<file path="config.mk">
export PLATFORM = sky130hd
export DESIGN_NAME = affix_splitting_word_tokenizer_unit_flat
export DESIGN_NICKNAME = d
export VERILOG_FILES = /design/src/rtl/aswt_pkg.sv /design/src/rtl/aswt_if.sv /design/src/rtl/affix_splitting_word_tokenizer_unit.sv /design/src/rtl/aswt_front.sv /design/src/rtl/aswt_cmdq.sv /design/src/rtl/aswt_emit.sv /design/src/flat_wrapper.sv
export SDC_FILE = /design/constraint.sdc
export NUM_CORES = 1
export LEC_CHECK = 0
export ABC_AREA = 1
export CORE_UTILIZATION = 50
export DETAILED_ROUTE_END_ITERATION = 12
export DONT_BUFFER_PORTS = 1
export HOLD_SLACK_MARGIN = 0.15
export PLACE_DENSITY_LB_ADDON = 0.3
export SYNTH_ARGS = -nofsm -noshare
export SYNTH_HDL_FRONTEND = slang
export SYNTH_SLANG_ARGS = --single-unit
</file>
<file path="constraint.sdc">
create_clock -name clk -period 5.05 [get_ports clk]
set_clock_uncertainty 0.1 [all_clocks]
set_input_delay 0 -clock clk [delete_from_list [all_inputs] [get_ports clk]]
set_output_delay 0 -clock clk [all_outputs]
set_load 0.05 [all_outputs]
</file>
<file path="src/rtl/aswt_pkg.sv">
// shared types, constants and affix tables of the tokenizer
// no dependencies
package aswt_pkg;
	localparam int MAX_WORD     = 32;
	localparam int ADDR_W       = $clog2(MAX_WORD);
	localparam int LEN_W        = $clog2(MAX_WORD + 1);
	localparam int PREFIX_COUNT = 24;
	localparam int SUFFIX_COUNT = 34;
	localparam int MAX_RESULTS  = 37;
	localparam int CNT_W        = $clog2(MAX_RESULTS + 1);
	localparam int SEP_COUNT    = 6;
	localparam int AFFIX_CHARS  = 5;
	localparam int CFG_IDX_W    = 3;

	localparam logic [7:0] CH_SPACE = 8'h20;
	localparam logic [7:0] CH_HASH  = 8'h23;
	localparam logic [7:0] CH_UP_A  = 8'h41;
	localparam logic [7:0] CH_UP_Z  = 8'h5a;
	localparam logic [7:0] CASE_OFS = 8'h20;

	typedef enum logic [CFG_IDX_W-1:0] {
		REG_SEP_0, REG_SEP_1, REG_SEP_2, REG_SEP_3, REG_SEP_4, REG_SEP_5, REG_SPLIT_MIN
	} cfg_reg_t;

	typedef struct packed {
		logic [2:0]               len;
		logic [8*AFFIX_CHARS-1:0] txt;  // right aligned, last char in low byte
	} affix_t;

	typedef struct packed {
		logic [7:0] ch;
		logic       is_sep;
		logic       eot;
	} cmd_t;

	typedef struct packed {
		logic [7:0] ch;
		logic       cvalid;
		logic       tend;
		logic       trunc;
	} res_t;

	localparam affix_t PREFIX_ROM [PREFIX_COUNT] = '{
		'{3'd2, 40'("un")},    '{3'd2, 40'("re")},    '{3'd2, 40'("in")},
		'{3'd2, 40'("im")},    '{3'd2, 40'("ir")},    '{3'd2, 40'("il")},
		'{3'd3, 40'("dis")},   '{3'd2, 40'("en")},    '{3'd2, 40'("em")},
		'{3'd3, 40'("non")},   '{3'd4, 40'("over")},  '{3'd3, 40'("mis")},
		'{3'd3, 40'("sub")},   '{3'd3, 40'("pre")},   '{3'd5, 40'("inter")},
		'{3'd4, 40'("fore")},  '{3'd2, 40'("de")},    '{3'd5, 40'("trans")},
		'{3'd5, 40'("super")}, '{3'd4, 40'("semi")},  '{3'd4, 40'("anti")},
		'{3'd3, 40'("mid")},   '{3'd5, 40'("under")}, '{3'd4, 40'("over")}
	};

	localparam affix_t SUFFIX_ROM [SUFFIX_COUNT] = '{
		'{3'd1, 40'("s")},     '{3'd2, 40'("es")},    '{3'd2, 40'("ed")},
		'{3'd3, 40'("ing")},   '{3'd2, 40'("ly")},    '{3'd2, 40'("er")},
		'{3'd2, 40'("or")},    '{3'd3, 40'("ion")},   '{3'd4, 40'("tion")},
		'{3'd5, 40'("ation")}, '{3'd5, 40'("ition")}, '{3'd4, 40'("ible")},
		'{3'd4, 40'("able")},  '{3'd2, 40'("al")},    '{3'd3, 40'("ial")},
		'{3'd1, 40'("y")},     '{3'd4, 40'("ness")},  '{3'd3, 40'("ity")},
		'{3'd4, 40'("ment")},  '{3'd2, 40'("ic")},    '{3'd3, 40'("ous")},
		'{3'd4, 40'("eous")},  '{3'd4, 40'("ious")},  '{3'd2, 40'("en")},
		'{3'd3, 40'("ify")},   '{3'd3, 40'("ise")},   '{3'd3, 40'("ize")},
		'{3'd4, 40'("ward")},  '{3'd4, 40'("wise")},  '{3'd4, 40'("hood")},
		'{3'd4, 40'("ship")},  '{3'd3, 40'("dom")},   '{3'd3, 40'("ful")},
		'{3'd4, 40'("less")}
	};

	function automatic logic [7:0] to_lower(input logic [7:0] c);
		return (c >= CH_UP_A && c <= CH_UP_Z) ? c + CASE_OFS : c;
	endfunction
endpackage

</file>
<file path="src/rtl/aswt_if.sv">
// channel interfaces of the tokenizer: text input, result output, register writes
// depends on aswt_pkg
interface aswt_in_if;
	logic       valid;
	logic       ready;
	logic [7:0] in_char;
	logic       end_of_text;
	modport source (output valid, in_char, end_of_text, input ready);
	modport sink (input valid, in_char, end_of_text, output ready);
endinterface

interface aswt_out_if;
	logic       valid;
	logic       ready;
	logic [7:0] out_char;
	logic       char_valid;
	logic       token_end;
	logic       word_truncated;
	logic       last;
	modport source (output valid, out_char, char_valid, token_end, word_truncated, last,
		input ready);
	modport sink (input valid, out_char, char_valid, token_end, word_truncated, last,
		output ready);
endinterface

interface aswt_cfg_if;
	logic                           valid;
	logic                           ready;
	logic [aswt_pkg::CFG_IDX_W-1:0] index;
	logic [7:0]                     data;
	modport source (output valid, index, data, input ready);
	modport sink (input valid, index, data, output ready);
endinterface

</file>
<file path="src/rtl/affix_splitting_word_tokenizer_unit.sv">
// Affix-splitting word tokenizer, top level.
// Channels: in_ch takes one text byte per transaction with an end_of_text flag;
// res gives one result per transaction: a token character or an empty-token
// mark, token_end on the final item of each piece, word_truncated for words
// longer than 32 bytes, last on the final result caused by one input byte;
// cfg writes separator bytes (index 0..5) and the split length (index 6).
// A byte goes through a two-entry queue into the emitter, which takes one
// queued byte at a time. A byte that emits nothing passes through the idle,
// start, append, end-of-text and finish states. A word adds the match,
// middle check and closing states, a step per hash or affix character and
// a buffer read then a send per middle character, since the word buffer has
// one registered read port. A generated result is first held back in a
// pending register to learn whether it is the last, then moves to the output
// register. A stalled receiver halts the emitter, then the queue, then in_ch.
// Reset clears the word, the queue and the output and restores the default
// separators and split length; no clearing pass is needed.
// depends on aswt_pkg, aswt_if and the three submodules
module affix_splitting_word_tokenizer_unit (
	input  logic        clk,
	input  logic        arst_n,
	aswt_in_if.sink     in_ch,
	aswt_out_if.source  res,
	aswt_cfg_if.sink    cfg
);
	import aswt_pkg::*;

	cmd_t             f_cmd, q_cmd;
	logic             f_valid, f_ready, q_valid, q_ready;
	logic [LEN_W-1:0] split_min;

	aswt_front u_front (
		.clk       (clk),
		.arst_n    (arst_n),
		.in_ch     (in_ch),
		.cfg       (cfg),
		.cmd       (f_cmd),
		.cmd_valid (f_valid),
		.cmd_ready (f_ready),
		.split_min (split_min)
	);

	aswt_cmdq u_cmdq (
		.clk      (clk),
		.arst_n   (arst_n),
		.wr_cmd   (f_cmd),
		.wr_valid (f_valid),
		.wr_ready (f_ready),
		.rd_cmd   (q_cmd),
		.rd_valid (q_valid),
		.rd_ready (q_ready)
	);

	aswt_emit u_emit (
		.clk       (clk),
		.arst_n    (arst_n),
		.cmd       (q_cmd),
		.cmd_valid (q_valid),
		.cmd_ready (q_ready),
		.split_min (split_min),
		.res       (res)
	);
endmodule

</file>
<file path="src/rtl/aswt_front.sv">
// front end: register file and byte classification against separators
// depends on aswt_pkg and aswt_if
module aswt_front (
	input  logic                           clk,
	input  logic                           arst_n,
	aswt_in_if.sink                        in_ch,
	aswt_cfg_if.sink                       cfg,
	output aswt_pkg::cmd_t                 cmd,
	output logic                           cmd_valid,
	input  logic                           cmd_ready,
	output logic [aswt_pkg::LEN_W-1:0]     split_min
);
	import aswt_pkg::*;

	logic [7:0]       sep_q [SEP_COUNT];
	logic [LEN_W-1:0] split_q;
	logic             hit;

	assign cfg.ready = 1'b1;

	always_ff @(posedge clk or negedge arst_n) begin
		if (!arst_n) begin
			sep_q[0] <= 8'h21;
			sep_q[1] <= 8'h2e;
			sep_q[2] <= 8'h5f;
			sep_q[3] <= 8'h2c;
			sep_q[4] <= 8'h26;
			sep_q[5] <= 8'h40;
			split_q  <= LEN_W'(4);
		end else if (cfg.valid) begin
			case (cfg_reg_t'(cfg.index))
				REG_SEP_0:     sep_q[0] <= cfg.data;
				REG_SEP_1:     sep_q[1] <= cfg.data;
				REG_SEP_2:     sep_q[2] <= cfg.data;
				REG_SEP_3:     sep_q[3] <= cfg.data;
				REG_SEP_4:     sep_q[4] <= cfg.data;
				REG_SEP_5:     sep_q[5] <= cfg.data;
				REG_SPLIT_MIN: split_q  <= cfg.data[LEN_W-1:0];
				default: ;
			endcase
		end
	end

	always_comb begin
		hit = 1'b0;
		for (int i = 0; i < SEP_COUNT; i++)
			if (sep_q[i] == in_ch.in_char) hit = 1'b1;
	end

	assign cmd.ch      = in_ch.in_char;
	assign cmd.is_sep  = hit;
	assign cmd.eot     = in_ch.end_of_text;
	assign cmd_valid   = in_ch.valid;
	assign in_ch.ready = cmd_ready;
	assign split_min   = split_q;
endmodule

</file>
<file path="src/rtl/aswt_cmdq.sv">
// two-entry queue of classified bytes between front and emitter
// depends on aswt_pkg
module aswt_cmdq (
	input  logic           clk,
	input  logic           arst_n,
	input  aswt_pkg::cmd_t wr_cmd,
	input  logic           wr_valid,
	output logic           wr_ready,
	output aswt_pkg::cmd_t rd_cmd,
	output logic           rd_valid,
	input  logic           rd_ready
);
	import aswt_pkg::*;

	cmd_t       ent_q [2];
	logic       wp_q;
	logic       rp_q;
	logic [1:0] cnt_q;
	logic       push;
	logic       pop;

	assign wr_ready = (cnt_q != 2'd2);
	assign rd_valid = (cnt_q != 2'd0);
	assign rd_cmd   = ent_q[rp_q];
	assign push     = wr_valid && wr_ready;
	assign pop      = rd_valid && rd_ready;

	always_ff @(posedge clk or negedge arst_n) begin
		if (!arst_n) begin
			wp_q  <= 1'b0;
			rp_q  <= 1'b0;
			cnt_q <= 2'd0;
		end else begin
			if (push) wp_q <= ~wp_q;
			if (pop) rp_q <= ~rp_q;
			if (push && !pop) cnt_q <= cnt_q + 2'd1;
			else if (pop && !push) cnt_q <= cnt_q - 2'd1;
		end
	end

	always_ff @(posedge clk) begin
		if (push) ent_q[wp_q] <= wr_cmd;
	end
endmodule

</file>
<file path="src/rtl/aswt_emit.sv">
// back end: word buffer, affix match and per-character result sequencer
// depends on aswt_pkg and aswt_if
module aswt_emit (
	input  logic                       clk,
	input  logic                       arst_n,
	input  aswt_pkg::cmd_t             cmd,
	input  logic                       cmd_valid,
	output logic                       cmd_ready,
	input  logic [aswt_pkg::LEN_W-1:0] split_min,
	aswt_out_if.source                 res
);
	import aswt_pkg::*;

	typedef enum logic [3:0] {
		S_IDLE, S_START, S_APPEND, S_EOT, S_FIN,
		E_MATCH, E_PRE, E_MIDCHK, E_MIDRD, E_MIDWR, E_SUF, E_DONE
	} state_t;

	state_t                   state_q, ret_q;
	cmd_t                     cmd_q;
	logic [LEN_W-1:0]         len_q;
	logic                     ovf_q;
	logic [7:0]               mem [MAX_WORD];
	logic [7:0]               rdata_q;
	logic [8*AFFIX_CHARS-1:0] first_q;  // byte k = word char k
	logic [8*AFFIX_CHARS-1:0] last_q;   // byte j = j-th char from the end
	affix_t                   pre_q, suf_q;
	logic                     has_suf_q;
	logic [ADDR_W-1:0]        mid_start_q;
	logic [LEN_W-1:0]         mid_len_q;
	logic                     mid_tok_q;
	logic [LEN_W-1:0]         k_q;
	logic [CNT_W-1:0]         cnt_q;
	logic                     p_valid_q;
	res_t                     p_q;
	logic                     o_valid_q;
	res_t                     o_q;
	logic                     o_last_q;

	// match results
	affix_t           pre_sel, suf_sel;
	logic             pre_hit, suf_hit, do_split, split, overlap;
	logic [LEN_W-1:0] pl, sl, mid_len;
	// generated result
	logic             gen_valid, gen_end, take, drop, mv_ok, o_load;
	res_t             gen;
	logic [ADDR_W-1:0] rd_addr;

	function automatic logic pre_ok(input affix_t a, input logic [8*AFFIX_CHARS-1:0] f,
		input logic [LEN_W-1:0] wl);
		logic ok;
		ok = (a.len != 3'd0) && (LEN_W'(a.len) <= wl);
		for (int k = 0; k < AFFIX_CHARS; k++)
			if (k < int'(a.len))
				if (to_lower(f[8*k +: 8]) != a.txt[8*(int'(a.len)-1-k) +: 8]) ok = 1'b0;
		return ok;
	endfunction

	function automatic logic suf_ok(input affix_t a, input logic [8*AFFIX_CHARS-1:0] t,
		input logic [LEN_W-1:0] wl);
		logic ok;
		ok = (a.len != 3'd0) && (LEN_W'(a.len) <= wl);
		for (int j = 0; j < AFFIX_CHARS; j++)
			if (j < int'(a.len))
				if (to_lower(t[8*j +: 8]) != a.txt[8*j +: 8]) ok = 1'b0;
		return ok;
	endfunction

	always_comb begin
		pre_sel  = '0;
		suf_sel  = '0;
		pre_hit  = 1'b0;
		suf_hit  = 1'b0;
		do_split = len_q > split_min;
		// reverse scan so the earliest table entry wins
		for (int i = PREFIX_COUNT - 1; i >= 0; i--)
			if (do_split && pre_ok(PREFIX_ROM[i], first_q, len_q)) begin
				pre_sel = PREFIX_ROM[i];
				pre_hit = 1'b1;
			end
		for (int i = SUFFIX_COUNT - 1; i >= 0; i--)
			if (do_split && suf_ok(SUFFIX_ROM[i], last_q, len_q)) begin
				suf_sel = SUFFIX_ROM[i];
				suf_hit = 1'b1;
			end
		pl      = pre_hit ? LEN_W'(pre_sel.len) : '0;
		sl      = suf_hit ? LEN_W'(suf_sel.len) : '0;
		split   = pre_hit || suf_hit;
		overlap = (pl + sl) > len_q;
		if (!split) mid_len = len_q;
		else if (overlap) mid_len = len_q - pl;
		else mid_len = len_q - pl - sl;
	end

	assign rd_addr = mid_start_q + k_q[ADDR_W-1:0];

	always_comb begin
		gen_valid  = 1'b0;
		gen_end    = 1'b0;
		gen.ch     = CH_HASH;
		gen.cvalid = 1'b1;
		gen.trunc  = ovf_q;
		case (state_q)
			E_PRE: begin
				gen_valid = 1'b1;
				gen_end   = (k_q == LEN_W'(pre_q.len) + LEN_W'(1));
				if (k_q >= LEN_W'(2))
					gen.ch = pre_q.txt[8*(int'(pre_q.len) + 1 - int'(k_q)) +: 8];
			end
			E_MIDCHK: begin
				gen_valid  = (mid_len_q == '0) && mid_tok_q;
				gen_end    = 1'b1;
				gen.cvalid = 1'b0;
				gen.ch     = 8'h00;
			end
			E_MIDWR: begin
				gen_valid = 1'b1;
				gen_end   = (k_q == mid_len_q - LEN_W'(1));
				gen.ch    = rdata_q;
			end
			E_SUF: begin
				gen_valid = 1'b1;
				gen_end   = (k_q == LEN_W'(suf_q.len) + LEN_W'(1));
				if (k_q < LEN_W'(suf_q.len))
					gen.ch = suf_q.txt[8*(int'(suf_q.len) - 1 - int'(k_q)) +: 8];
			end
			default: ;
		endcase
		gen.tend = gen_end;
	end

	assign mv_ok     = !o_valid_q || res.ready;
	assign drop      = (cnt_q >= CNT_W'(MAX_RESULTS));
	assign take      = gen_valid && (drop || !p_valid_q || mv_ok);
	assign cmd_ready = (state_q == S_IDLE);
	assign o_load    = (take && !drop && p_valid_q) ||
		(state_q == S_FIN && p_valid_q && mv_ok);

	always_ff @(posedge clk or negedge arst_n) begin
		if (!arst_n) begin
			state_q   <= S_IDLE;
			ret_q     <= S_IDLE;
			len_q     <= '0;
			ovf_q     <= 1'b0;
			k_q       <= '0;
			cnt_q     <= '0;
			p_valid_q <= 1'b0;
			o_valid_q <= 1'b0;
		end else begin
			if (o_load) o_valid_q <= 1'b1;
			else if (res.ready) o_valid_q <= 1'b0;
			// pending result moves on once a newer one arrives
			if (take && !drop) begin
				if (p_valid_q) begin
					o_q      <= p_q;
					o_last_q <= 1'b0;
				end
				p_q       <= gen;
				p_valid_q <= 1'b1;
				cnt_q     <= cnt_q + CNT_W'(1);
			end
			case (state_q)
				S_IDLE: if (cmd_valid) begin
					cmd_q   <= cmd;
					state_q <= S_START;
				end
				S_START: begin
					if (cmd_q.is_sep) begin
						ret_q   <= S_APPEND;
						state_q <= E_MATCH;
					end else state_q <= S_APPEND;
				end
				S_APPEND: begin
					state_q <= S_EOT;
					if (cmd_q.ch == CH_SPACE) begin
						if (len_q != '0) begin
							ret_q   <= S_EOT;
							state_q <= E_MATCH;
						end
					end else if (len_q < LEN_W'(MAX_WORD)) begin
						if (len_q < LEN_W'(AFFIX_CHARS))
							first_q[8*len_q[2:0] +: 8] <= cmd_q.ch;
						last_q <= {last_q[8*(AFFIX_CHARS-1)-1:0], cmd_q.ch};
						len_q  <= len_q + LEN_W'(1);
					end else ovf_q <= 1'b1;
				end
				S_EOT: begin
					if (cmd_q.eot && len_q != '0) begin
						ret_q   <= S_FIN;
						state_q <= E_MATCH;
					end else state_q <= S_FIN;
				end
				S_FIN: begin
					if (!p_valid_q) begin
						cnt_q   <= '0;
						state_q <= S_IDLE;
					end else if (mv_ok) begin
						o_q       <= p_q;
						o_last_q  <= 1'b1;
						p_valid_q <= 1'b0;
						cnt_q     <= '0;
						state_q   <= S_IDLE;
					end
				end
				E_MATCH: begin
					pre_q       <= pre_sel;
					suf_q       <= suf_sel;
					has_suf_q   <= suf_hit;
					mid_start_q <= pl[ADDR_W-1:0];
					mid_len_q   <= mid_len;
					mid_tok_q   <= (mid_len == '0) && (!split || overlap);
					k_q         <= '0;
					state_q     <= pre_hit ? E_PRE : E_MIDCHK;
				end
				E_PRE: if (take) begin
					if (gen_end) begin
						k_q     <= '0;
						state_q <= E_MIDCHK;
					end else k_q <= k_q + LEN_W'(1);
				end
				E_MIDCHK: begin
					k_q <= '0;
					if (mid_len_q != '0) state_q <= E_MIDRD;
					else if (!mid_tok_q || take) state_q <= has_suf_q ? E_SUF : E_DONE;
				end
				E_MIDRD: state_q <= E_MIDWR;
				E_MIDWR: if (take) begin
					if (gen_end) begin
						k_q     <= '0;
						state_q <= has_suf_q ? E_SUF : E_DONE;
					end else begin
						k_q     <= k_q + LEN_W'(1);
						state_q <= E_MIDRD;
					end
				end
				E_SUF: if (take) begin
					if (gen_end) begin
						k_q     <= '0;
						state_q <= E_DONE;
					end else k_q <= k_q + LEN_W'(1);
				end
				E_DONE: begin
					len_q   <= '0;
					ovf_q   <= 1'b0;
					state_q <= ret_q;
				end
				default: state_q <= S_IDLE;
			endcase
		end
	end

	always_ff @(posedge clk) begin
		if (state_q == S_APPEND && cmd_q.ch != CH_SPACE && len_q < LEN_W'(MAX_WORD))
			mem[len_q[ADDR_W-1:0]] <= cmd_q.ch;
		if (state_q == E_MIDRD) rdata_q <= mem[rd_addr];
	end

	assign res.valid          = o_valid_q;
	assign res.out_char       = o_q.ch;
	assign res.char_valid     = o_q.cvalid;
	assign res.token_end      = o_q.tend;
	assign res.word_truncated = o_q.trunc;
	assign res.last           = o_last_q;
endmodule

</file>
<file path="src/flat_wrapper.sv">
// flat-port wrapper written by rule: the top's interface ports become plain ports
module affix_splitting_word_tokenizer_unit_flat import aswt_pkg::*;
  (clk, arst_n, in_ch_valid, in_ch_in_char, in_ch_end_of_text, in_ch_ready, res_valid, res_out_char, res_char_valid, res_token_end, res_word_truncated, res_last, res_ready, cfg_valid, cfg_index, cfg_data, cfg_ready);
  aswt_in_if in_ch_i ();
  aswt_out_if res_i ();
  aswt_cfg_if cfg_i ();
  input  logic clk;
  input  logic arst_n;
  input wire logic [$bits(in_ch_i.valid)-1:0] in_ch_valid;
  input wire logic [$bits(in_ch_i.in_char)-1:0] in_ch_in_char;
  input wire logic [$bits(in_ch_i.end_of_text)-1:0] in_ch_end_of_text;
  output wire logic [$bits(in_ch_i.ready)-1:0] in_ch_ready;
  output wire logic [$bits(res_i.valid)-1:0] res_valid;
  output wire logic [$bits(res_i.out_char)-1:0] res_out_char;
  output wire logic [$bits(res_i.char_valid)-1:0] res_char_valid;
  output wire logic [$bits(res_i.token_end)-1:0] res_token_end;
  output wire logic [$bits(res_i.word_truncated)-1:0] res_word_truncated;
  output wire logic [$bits(res_i.last)-1:0] res_last;
  input wire logic [$bits(res_i.ready)-1:0] res_ready;
  input wire logic [$bits(cfg_i.valid)-1:0] cfg_valid;
  input wire logic [$bits(cfg_i.index)-1:0] cfg_index;
  input wire logic [$bits(cfg_i.data)-1:0] cfg_data;
  output wire logic [$bits(cfg_i.ready)-1:0] cfg_ready;
  assign in_ch_i.valid = in_ch_valid;
  assign in_ch_i.in_char = in_ch_in_char;
  assign in_ch_i.end_of_text = in_ch_end_of_text;
  assign in_ch_ready = in_ch_i.ready;
  assign res_valid = res_i.valid;
  assign res_out_char = res_i.out_char;
  assign res_char_valid = res_i.char_valid;
  assign res_token_end = res_i.token_end;
  assign res_word_truncated = res_i.word_truncated;
  assign res_last = res_i.last;
  assign res_i.ready = res_ready;
  assign cfg_i.valid = cfg_valid;
  assign cfg_i.index = cfg_index;
  assign cfg_i.data = cfg_data;
  assign cfg_ready = cfg_i.ready;
  affix_splitting_word_tokenizer_unit u_core (.clk(clk), .arst_n(arst_n), .in_ch(in_ch_i), .res(res_i), .cfg(cfg_i));
endmodule
</file>
### Word level (Yosys, flattened, before mapping)

Memories as Yosys holds them, arrays and structs flattened. A register that Yosys moved wholly into a read port is not among the register bits.
Cells that the tools add are included.

* add/subtract/negate cells: 27
* magnitude comparators: 32
* eq/ne operators: 127
* shift operators: 4
* muxes and demuxes: 351
* bitwise gates (word level): 3
* reduce and logical (&&, ||, !) cells: 145

Operator list (number)
* $mux W43: 57
* $ne A8 B7 Y1 const B: 82
* $mux W1: 236
* $mux W8: 12
* $logic_and A1 B1 Y1: 81
* $add A8 B6 Y8 const B: 10
* $ge A8 B7 Y1 const B: 10
* $le A8 B7 Y1 const B: 10
* $mux W6: 10
* $mux W4: 14
* $mux W11: 5
* $eq A8 B8 Y1: 6
* $pmux W4 S12: 1
* $bwmux W40: 1
* $shift A8 B34 Y40 const A: 1
* $shiftx A40 B10 Y8: 1
* $shiftx A40 B11 Y8: 1
* $shiftx A8 B34 Y40: 1
* $neg A6 Y34: 1
* $reduce_or A33 Y1: 1
* $pmux W8 S4: 1
* $ne A2 B2 Y1 const B: 14
* $pmux W6 S2: 2
* $reduce_or A23 Y1: 1
* 65 further kinds: 130

* bits in registers: 284
* bits in writable memories: 276
* input port bits: 25
* word-level logic and storage cells: 747
* memories kept: 2

Memories
* u_core.u_emit.mem: words 32, width 8, rd ports 1, clocked after Yosys merged registers in 1, wr ports 1, line aswt_emit.sv:23 `logic [7:0] mem [MAX_WORD];`
* u_core.u_cmdq.ent_q: words 2, width 10, rd ports 1, clocked after Yosys merged registers in 1, wr ports 1, line aswt_cmdq.sv:15 `cmd_t ent_q [2];`

### Logic depth before layout (Yosys ltp)

Gate-level depths: netlist (run 1).

* word-level depth: 50
* gate-level depth with buffers: 37
* depth with buffers taken out: 36

### Hierarchy

From an unflattened synthesis (run 1), not the netlist that was laid out.

* cell total of the unflattened synthesis: 2988
* area, all modules: 28516.1 µm²

Modules (own cells, without submodules)
* aswt_emit: times used 1, cells each 2545, area each 24593.6 µm², sequential area each 14123.5 µm²
* aswt_front: times used 1, cells each 362, area each 2947.8 µm², sequential area each 1376.3 µm²
* aswt_cmdq: times used 1, cells each 81, area each 974.7 µm², sequential area each 700.7 µm²

### Worst setup path after synthesis (run 1)

No wires, ideal clock.

* path type: reg-to-reg
* from: register u_core.u_emit.len_q[0]
* to: register u_core.u_emit.mid_tok_q (data pin)
* arrival: 4.554 ns
* required time: 4.699 ns
* setup slack: 0.145 ns
* stages on the path, launching flop included: 35
* period minus slack after synthesis: 4.905 ns
* cells stage by stage: dfrtp_1 > inv_1 > clkbuf_1 > ha_1 > nand3_1 > nand2_1 > buf_6 > nor2_1 > nand2_1 > nor3_1 > nand2_2 > nand2_1 > nor3_1 > nand4_1 > nand2_1 > nand2_1 > nand2_1 > nand3_1 > ha_1 > inv_1 > fa_1 > inv_1 > ha_1 > a21oi_1 > o21ai_0 > nand2_1 > nor2_1 > inv_1 > o311ai_0 > xnor2_1 > inv_1 > nand2_1 > nand2_1 > nand3_1 > nor2_1

* cells in the longest elaborated chain, start to end: 47

RTL lines
* start: declaration: line aswt_emit.sv:21 `logic [LEN_W-1:0] len_q;`
* start signal: assignment: line aswt_emit.sv:184 `len_q <= len_q + LEN_W'(1);`
* $le A3 B6 Y1: line aswt_emit.sv:52, aswt_emit.sv:62
* $mux W1 (4 in a row): line aswt_emit.sv:65 `if (to_lower(t[8*j +: 8]) != a.txt[8*j +: 8]) ok = 1'b0;`
* $logic_and A1 B1 Y1: line aswt_emit.sv:82 `if (do_split && suf_ok(SUFFIX_ROM[i], last_q, len_q)) begin`
* $mux W1 or $mux W43 (tied branches) (34 in a row): line aswt_emit.sv:82
* $mux W3: line aswt_emit.sv:87 `sl = suf_hit ? LEN_W'(suf_sel.len) : '0;`
* $add A3 B3 Y4: line aswt_emit.sv:89 `overlap = (pl + sl) > len_q;`
* $gt A4 B6 Y1: line aswt_emit.sv:89
* $mux W6: line aswt_emit.sv:91 `else if (overlap) mid_len = len_q - pl;`
* $mux W6: line aswt_emit.sv:90 `if (!split) mid_len = len_q;`
* $logic_not A6 Y1: line aswt_emit.sv:211 `mid_tok_q <= (mid_len == '0) && (!split || overlap);`
* $logic_and A1 B1 Y1 (*): line aswt_emit.sv:211
* end signal: assignment: line aswt_emit.sv:211
* end: declaration: line aswt_emit.sv:31 `logic mid_tok_q;`

Every way passes the cells marked *; elsewhere a longest branch is shown, timed or not.
A chain may end at the register's enable or synchronous reset.

### Worst setup path in the final report (run 1)

* from: register u_core.u_front.split_q[2] (netlist: u_core.u_front.split_min[2])
* to: register u_core.u_emit.mid_tok_q (data pin)

* cells in the longest elaborated chain, start to end: 43

RTL lines
* start: declaration: line aswt_front.sv:16 `logic [LEN_W-1:0] split_q;`
* start signal: assignment: line aswt_front.sv:38 `REG_SPLIT_MIN: split_q <= cfg.data[LEN_W-1:0];`
* $gt A6 B6 Y1 (*): line aswt_emit.sv:74 `do_split = len_q > split_min;`
* $logic_and A1 B1 Y1: line aswt_emit.sv:82
* $mux W1 or $mux W43 (tied branches) (34 in a row): line aswt_emit.sv:82
* $mux W3: line aswt_emit.sv:87
* $add A3 B3 Y4: line aswt_emit.sv:89
* $gt A4 B6 Y1: line aswt_emit.sv:89
* $mux W6: line aswt_emit.sv:91
* $mux W6: line aswt_emit.sv:90
* $logic_not A6 Y1: line aswt_emit.sv:211
* $logic_and A1 B1 Y1 (*): line aswt_emit.sv:211

Marks and branches as above.

==> results.tsv, run 1 <==
stage	metric	value	unit
finish	syn_to_final_growth	16.3	%
clocking	cts_buffer_depth	3	
sta	holdWs	0.166	ns
sta	clock.fmax	0.205	GHz
detailed_routing	remaining_drc_errors	0	
clocking	clkSinkCount	554	
hold_path	hold_class	input pin to flop	
finish	drive_gt1_share	13.5	%
sta	timing.final.crit_period	4.87	ns
placed_design	post-dp-hpwl	54300	um
yosys	yosys-top-cells-count	nor2_1, edfxtp_1, nand2_1	
yosys	async_flop_share	15.5	%
critical_path	critPathCaptureType	flop	
floorplan	die_area	57000	sq um
sta	hold_violations	0	
critical_path	ff2ff_setup_slack	0.18	ns
yosys	netlist_instances	2912	
clocking	cts_buffers	58	
critical_path	critical-path-max-stage-delay	0.52	ns
yosys	yosys.area.top_type	edfxtp_1	
clocking	htreeDepth	2	
detailed_routing	vias	21694	
critical_path	crit_required	5.32	ns
yosys	ys_warn_count	0	
clocking	cts_tree	yes	
sta	slew_headroom	25.7	%
clocking	insertion_delay	0.63	ns
detailed_routing	dr.pass1.iters	5	
critical_path	critical_path.most_common_cell	nand2_1	
detailed_routing	drt_iter0_drc	1974	
yosys	yosys.cell_count.top_type	nor2_1	
detailed_routing	vias_per_cell	5.57	
clocking	path_clk_slew	0.06	ns
detailed_routing	wl	75900	um
grt	grt_max_degree	72	
yosys	ys_ff_latch	554	
placed_design	gp_congestion	0.992	
floorplan	fp.dieH	239	um
detailed_routing	wl_per_cell	19.5	um
grt	grt_pass1_wl	117000	um
yosys	synth_top_area_share	50.2	%
sta	worstMarginPinSlew	1.11	ns
sta	fin_crit_sh	96.4	%
floorplan	start_util	50.7	%
placed_design	port_buffers	0	
placed_design	place_area	29800	sq um
grt	antenna_found_initial	2	
critical_path	crit_type	flop to flop	
critical_path	worst_path_max_delay_cell	dfstp_2	
floorplan	num_io_pins	40	
grt	grt_pass1_vias	21046	
sta	grt_setup_unrepaired	yes	
finish	layout.nets	3187	
finish	final_area	32600	sq um
critical_path	critPathMaxFanout	5	
sta	setup_violations	0	
clocking	cts_root_buf	clkbuf_16	
detailed_routing	ant_nets	0	
yosys	synth.avg_cell_area	9.62	sq um
power	powerDensity	463	nW/um^2
yosys	ys_top_cells_by_area	edfxtp_1, nor2_1, nand2_1, dfrtp_1, inv_1	
yosys	synth_ff_type	edfxtp_1	
floorplan	chipWidth	239	um
grt	grt.total_usage	26.6	%
yosys	synth-edff-count	468	
critical_path	start_kind	flop	
yosys	ys_types	62	
sta	slew_violations	0	
job	cap_viol_max_count	0	
yosys	syn-cell-area	28000	sq um
floorplan	num_rows	86	
outcome	status	finished, final reports clean	
power	ir_worst_vdd	314	uV
power	p_leak	13.3	nW
critical_path	worstPathArrival	5.14	ns
yosys	yosysSeqAreaShare	58.0	%
grt	grt-ovfl-total	0	
floorplan	core	55200	sq um
area by class of cell:
class                           instances  area [sq um]
Multi-Input combinational cell       1923         10500
Timing Repair Buffer                  202          1710
Tap cell                              748           936
Clock buffer                           82          1580
Antenna cell                            1          2.50
Fill cell                            4621         22600
Inverter                              356          1340
Clock inverter                         27           304
Sequential cell                       554         16200
worst paths after layout:
kind                                                         start                                    to  cells after the start
min                                                    cfg_data[7]  u_core.u_front.sep_q[39]$_DFFE_PN0P_                      3
max in group asynchronous                                   arst_n    u_core.u_emit.len_q[2]$_DFFE_PN0P_                      4
min in group asynchronous                                   arst_n    u_core.u_emit.ret_q[2]$_DFFE_PN0P_                      3
max reg2reg                u_core.u_front.split_min[2]$_DFFE_PN1P_     u_core.u_emit.mid_tok_q$_DFFE_PP_                     37
min reg2reg                     u_core.u_emit.last_q[15]$_DFFE_PP_    u_core.u_emit.last_q[23]$_DFFE_PP_                      0
max                        u_core.u_front.split_min[2]$_DFFE_PN1P_     u_core.u_emit.mid_tok_q$_DFFE_PP_                     37
cell families (layout without fill, tap and decap cells):
family                   count (synthesis)  in the layout  synth area share, %
AO/OA/AOI/OAI                          395            395                 8.79
buffers and inverters                  437            667                 5.92
adder cells (fa/ha/maj)                 67             67                 3.15
XOR/XNOR                                65             65                 2.03
other                                    2              5               0.0268
AND/OR/NAND/NOR                       1376           1376                 21.5
flip-flops                             554            554                 58.0
multiplexers                            16             16                0.643
sequential cells by signal, summed over array words and instances, names as in the netlist, 11 cells and up:
register / cells
u_core.u_emit.first_q: 40
u_core.u_emit.suf_q: 28
u_core.u_emit.last_q: 40
u_core.u_front.sep_q: 48
u_core.u_emit.mem: 256
u_core.u_emit.p_q: 11
u_core.u_emit.pre_q: 32
u_core.u_cmdq.ent_q: 20
through the flow:
step | utilization [%] | setup TNS (ns) | cells | power (mW) | setup slack, ns
detailed placement | 54.0 | -0.119 | 3728 | 10.7 | -0.119
CTS | 58.3 | 0 | 3876 | 15.0 | 0.0268
global placement | 54.0 | 0 | 3728 | 10.6 | 0.0519
finish | 59.0 | 0 | 3893 | 15.1 | 0.181
global route | 59.0 | -0.327 | 3893 | 15.9 | -0.136
floorplan | - | 0 | 2914 | 9.23 | 0.145
metal layers:
layer	routed length [um]	track usage (%)
met1	34600	38.5
met2	34400	41.7
met3	5280	4.11
met4	1630	7.38
met5	9	0
cell usage in the layout (no fill, tap or decap), types with 6 or more instances in the layout:
| master | n |
|---|---|
| dlygate4sd3_1 | 37 |
| dfrtp_1 | 66 |
| nor2_4 | 15 |
| o32ai_1 | 64 |
| dfstp_2 | 20 |
| nand4_1 | 49 |
| nand3_2 | 21 |
| nand2_1 | 446 |
| nand3b_1 | 6 |
| o31ai_1 | 10 |
| xnor2_1 | 19 |
| nor3b_1 | 8 |
| clkinv_1 | 16 |
| o211ai_1 | 20 |
| xor2_1 | 43 |
| clkinv_2 | 7 |
| nor3_1 | 46 |
| a31oi_1 | 10 |
| inv_2 | 18 |
| nand2_2 | 20 |
| nor4_1 | 18 |
| inv_1 | 332 |
| nand2_4 | 6 |
| clkbuf_1 | 21 |
| mux2_2 | 16 |
| buf_4 | 158 |
| clkbuf_16 | 60 |
| o21ai_1 | 6 |
| nor2_1 | 537 |
| edfxtp_1 | 468 |
| or2_2 | 10 |
| o21ai_0 | 186 |
| a21oi_1 | 38 |
| o22ai_1 | 16 |
| a41oi_1 | 6 |
| ha_1 | 56 |
| nand3_1 | 154 |
| nor2_2 | 24 |
repair_timing:
action	in CTS	in global routing
cloned	0	1
hold endpoints to repair	224	0
setup buffers	0	15
endpoints found under the setup margin	1	7
hold buffers	39	0
pin swaps	2	22
resized for setup	7	74
power by group:
part           total [mW]  switching [mW]  internal (mW)
combinational        4.87            3.25           1.62
sequential           6.03           0.402           5.63
clock                4.19            1.75           2.44
worst max-delay path, delay by kind of cell, from the launching register on:
family,cells,cell delay [ns]
AOI/OAI and AO/OA,3,0.34
buffers and inverters,8,0.64
DFF,1,0.52
xor gates and xnor gates,1,0.16
and+or+nand+nor,21,1.74
adders and majority gates,4,1.09
(Power assumes the default switching activity.)
==> inputs of run 2 (changes only) <==
--- a/config.mk
+++ b/config.mk
@@ -6,7 +6,9 @@
 export NUM_CORES = 1
 export LEC_CHECK = 0
 export ABC_AREA = 1
-export CORE_UTILIZATION = 50
+export CELL_PAD_IN_SITES_DETAIL_PLACEMENT = 1
+export CELL_PAD_IN_SITES_GLOBAL_PLACEMENT = 2
+export CORE_UTILIZATION = 38
 export DETAILED_ROUTE_END_ITERATION = 12
 export DONT_BUFFER_PORTS = 1
 export HOLD_SLACK_MARGIN = 0.15
==> results.tsv, run 2 (same netlist as run 1, synthesis figures left out) <==
stage	metric	value	unit	change
placed_design	place_area	30200	sq um	+1.3%
sta	setup_violations	0		unchanged
grt	antenna_found_initial	0		-2
power	p_comb_share	33.5	%	+1.2 points
finish	final_area	33500	sq um	+2.7%
grt	met1_usage	32.8	%	-5.7 points
grt	grt-ovfl-total	0		unchanged
sta	clock.fmax	0.202	GHz	-1.6%
grt	busiest_layer	met2		
detailed_routing	vias_per_cell	5.29		-5.1%
sta	slew_violations	0		unchanged
power	p_sw	5.94	mW	+10%
clocking	cts_buffer_depth	3		unchanged
finish	layout.nets	3221		+1.1%
finish	antenna_cells	0		-1
finish	drive_gt1_share	16.0	%	+2.4 points
outcome	status	finished, final reports clean		
critical_path	worstSetupStartpoint	u_core.u_front.split_min[2]$_DFFE_PN1P_		
detailed_routing	remaining_drc_errors	0		unchanged
grt	grt_pass1_vias	22976		+9.2%
grt	gr-usage-met3	2.60	%	-1.5 points
critical_path	worst_path_max_delay_cell	dfstp_2		
hold_path	min_from	in_ch_in_char[3]		
power	p_leak	13.5	nW	+1.9%
floorplan	num_io_pins	40		unchanged
floorplan	start_util	38.4	%	-12 points
placed_design	gp_congestion	0.965		-2.8%
sta	worstMarginPinSlew	0.972	ns	-0.140 ns
critical_path	rr_worst_depth	33		-11%
power	seq_power_share	38.3	%	-1.7 points
sta	timing.final.crit_period	4.95	ns	+0.0809 ns
finish	fin_cells	4140		+6.3%
critical_path	crit_buf_inv	10		+2
finish	syn_to_final_growth	19.5	%	
power	switching_share	37.5	%	+1.7 points
finish	final_cell_mix	nor2_1, edfxtp_1, nand2_1, inv_1, buf_4		
critical_path	critical-path-max-stage-delay	0.54	ns	+0.02 ns
placed_design	dp.cells	3957		+6.1%
hold_path	min_delay_path_depth	5		+2
power	clkPwrFrac	28.2	%	+0.4 points
sta	hold_violations	0		unchanged
placed_design	port_buffers	0		unchanged
critical_path	crit_type	flop to flop		
power	ir_worst_vdd	306	uV	-2.4%
finish	final-seq-area	16200	sq um	unchanged
critical_path	start_kind	flop		
detailed_routing	wl	89400	um	+18%
clocking	path_clk_slew	0.06	ns	about the same
sta	slew_headroom	35.0	%	+9.2 points
finish	nFillCells	8142		+76%
clocking	cts_root_buf	clkbuf_16		
critical_path	critical_path.most_common_cell	inv_2		
detailed_routing	wl_per_cell	21.6	um	+11%
clocking	htreeDepth	2		unchanged
grt	grt_pass1_wl	137000	um	+17%
critical_path	crit_required	5.33	ns	about the same
detailed_routing	vias	21899		+0.94%
power	powerDensity	473	nW/um^2	+2.2%
critical_path	critPathTopFamily	simple AND/OR/NAND/NOR gates		
floorplan	num_rows	99		+15%
floorplan	core	73000	sq um	+32%
hold_path	hold_class	input pin to flop		
detailed_routing	ant_nets	0		unchanged
power	p_int	9.91	mW	+2.2%
finish	largest_register_ffs	256		unchanged
sta	fin_crit_sh	98.0	%	+1.6 points
power	totalPowerFinal	15.8	mW	+5.0%
critical_path	worstPathArrival	5.23	ns	+0.09 ns
grt	grt.total_usage	23.8	%	-2.8 points
finish	final_common_cell	nor2_1		
clocking	insertion_delay	0.66	ns	+0.03 ns
critical_path	critPathCaptureType	flop		
critical_path	r2r-start	u_core.u_front.split_min[2]$_DFFE_PN1P_		
job	cap_viol_max_count	0		unchanged
clocking	cts_tree	yes		
floorplan	die_area	74800	sq um	+31%
grt	grt_max_degree	68		-5.6%
critical_path	cp.depth	33		-11%
placed_design	post-dp-hpwl	63900	um	+18%
floorplan	fp.dieH	273	um	+15%
floorplan	chipWidth	273	um	+15%
finish	multiInputGateArea	10700	sq um	+2.4%
clocking	cts_buffers	60		+3.4%
detailed_routing	dr.pass1.iters	5		unchanged
detailed_routing	drt_iter0_drc	1442		-27%
clocking	clkSinkCount	554		unchanged
critical_path	critPathMaxFanout	6		+1
grt	grt_util_met2	39.6	%	-2.0 points
-- run 2: power by group through the flow --
stage	clock, mW	combinational [mW]	sequential [mW]
6_report	4.47	5.31	6.06
5_1_grt	4.72	5.85	6.11
4_1_cts	4.56	5.07	6.06
3_5_place_dp	0	4.96	6.15
3_3_place_gp	0	4.80	6.13
2_1_floorplan	0	3.12	6.11
-- run 2: what timing repair did --
item,in CTS,in global routing
gates resized for setup,12,133
endpoints found under the hold margin,257,0
setup buffers,1,27
cloned,0,1
endpoints found under the setup margin,4,7
hold buffers,40,0
pin swaps,2,52
-- run 2: metrics by stage --
| step | setup slack (ns) | utilization (%) | TNS, ns | hold WS, ns |
|---|---|---|---|---|
| final | 0.100 | 45.9 | 0 | 0.186 |
| after global routing | -0.136 | 45.9 | -0.387 | 0.180 |
| after CTS | 0.00392 | 44.8 | 0 | 0.150 |
| after detailed placement | -0.127 | 41.4 | -0.134 | -0.394 |
| after global placement | -0.0263 | 41.4 | -0.0263 | -0.393 |
| after floorplan | 0.145 | - | 0 | -0.396 |
-- run 2: final cells by class --
type                            instances  share of cell area [%]
Timing Repair Buffer                  234                    5.85
Clock inverter                         40                    1.35
Inverter                              356                    4.05
Tap cell                              959                    3.59
Sequential cell                       554                    48.5
Clock buffer                           74                    4.64
Multi-Input combinational cell       1923                    32.0
-- run 2: worst paths after layout --
path / slack, ns / end
worst max register to register: 0.10 / u_core.u_emit.mid_tok_q$_DFFE_PP_
max in group asynchronous: 3.85 / u_core.u_front.sep_q[36]$_DFFE_PN0P_
worst min-delay path: 0.19 / u_core.u_cmdq.ent_q[1][1]$_DFFE_PP_
min in group asynchronous: 0.62 / u_core.u_front.sep_q[40]$_DFFE_PN1P_
worst max-delay path: 0.10 / u_core.u_emit.mid_tok_q$_DFFE_PP_
worst min register to register: 0.35 / u_core.u_emit.p_q[0]$_DFFE_PP_
-- run 2: worst reg2reg max path: cells and delay by family, from the launching register on --
| kind | cells | cell delay (ns) |
|---|---|---|
| compound gates | 4 | 0.52 |
| buf+inv | 10 | 0.88 |
| simple gates | 15 | 1.50 |
| flops | 1 | 0.54 |
| fa+ha+maj | 4 | 1.18 |
-- run 2: routing by layer --
layer,routed length (um),up-vias
met5,0,-
met2,42700,427
met1,40900,10929
met3,3340,130
li1,-,10413
met4,2470,0
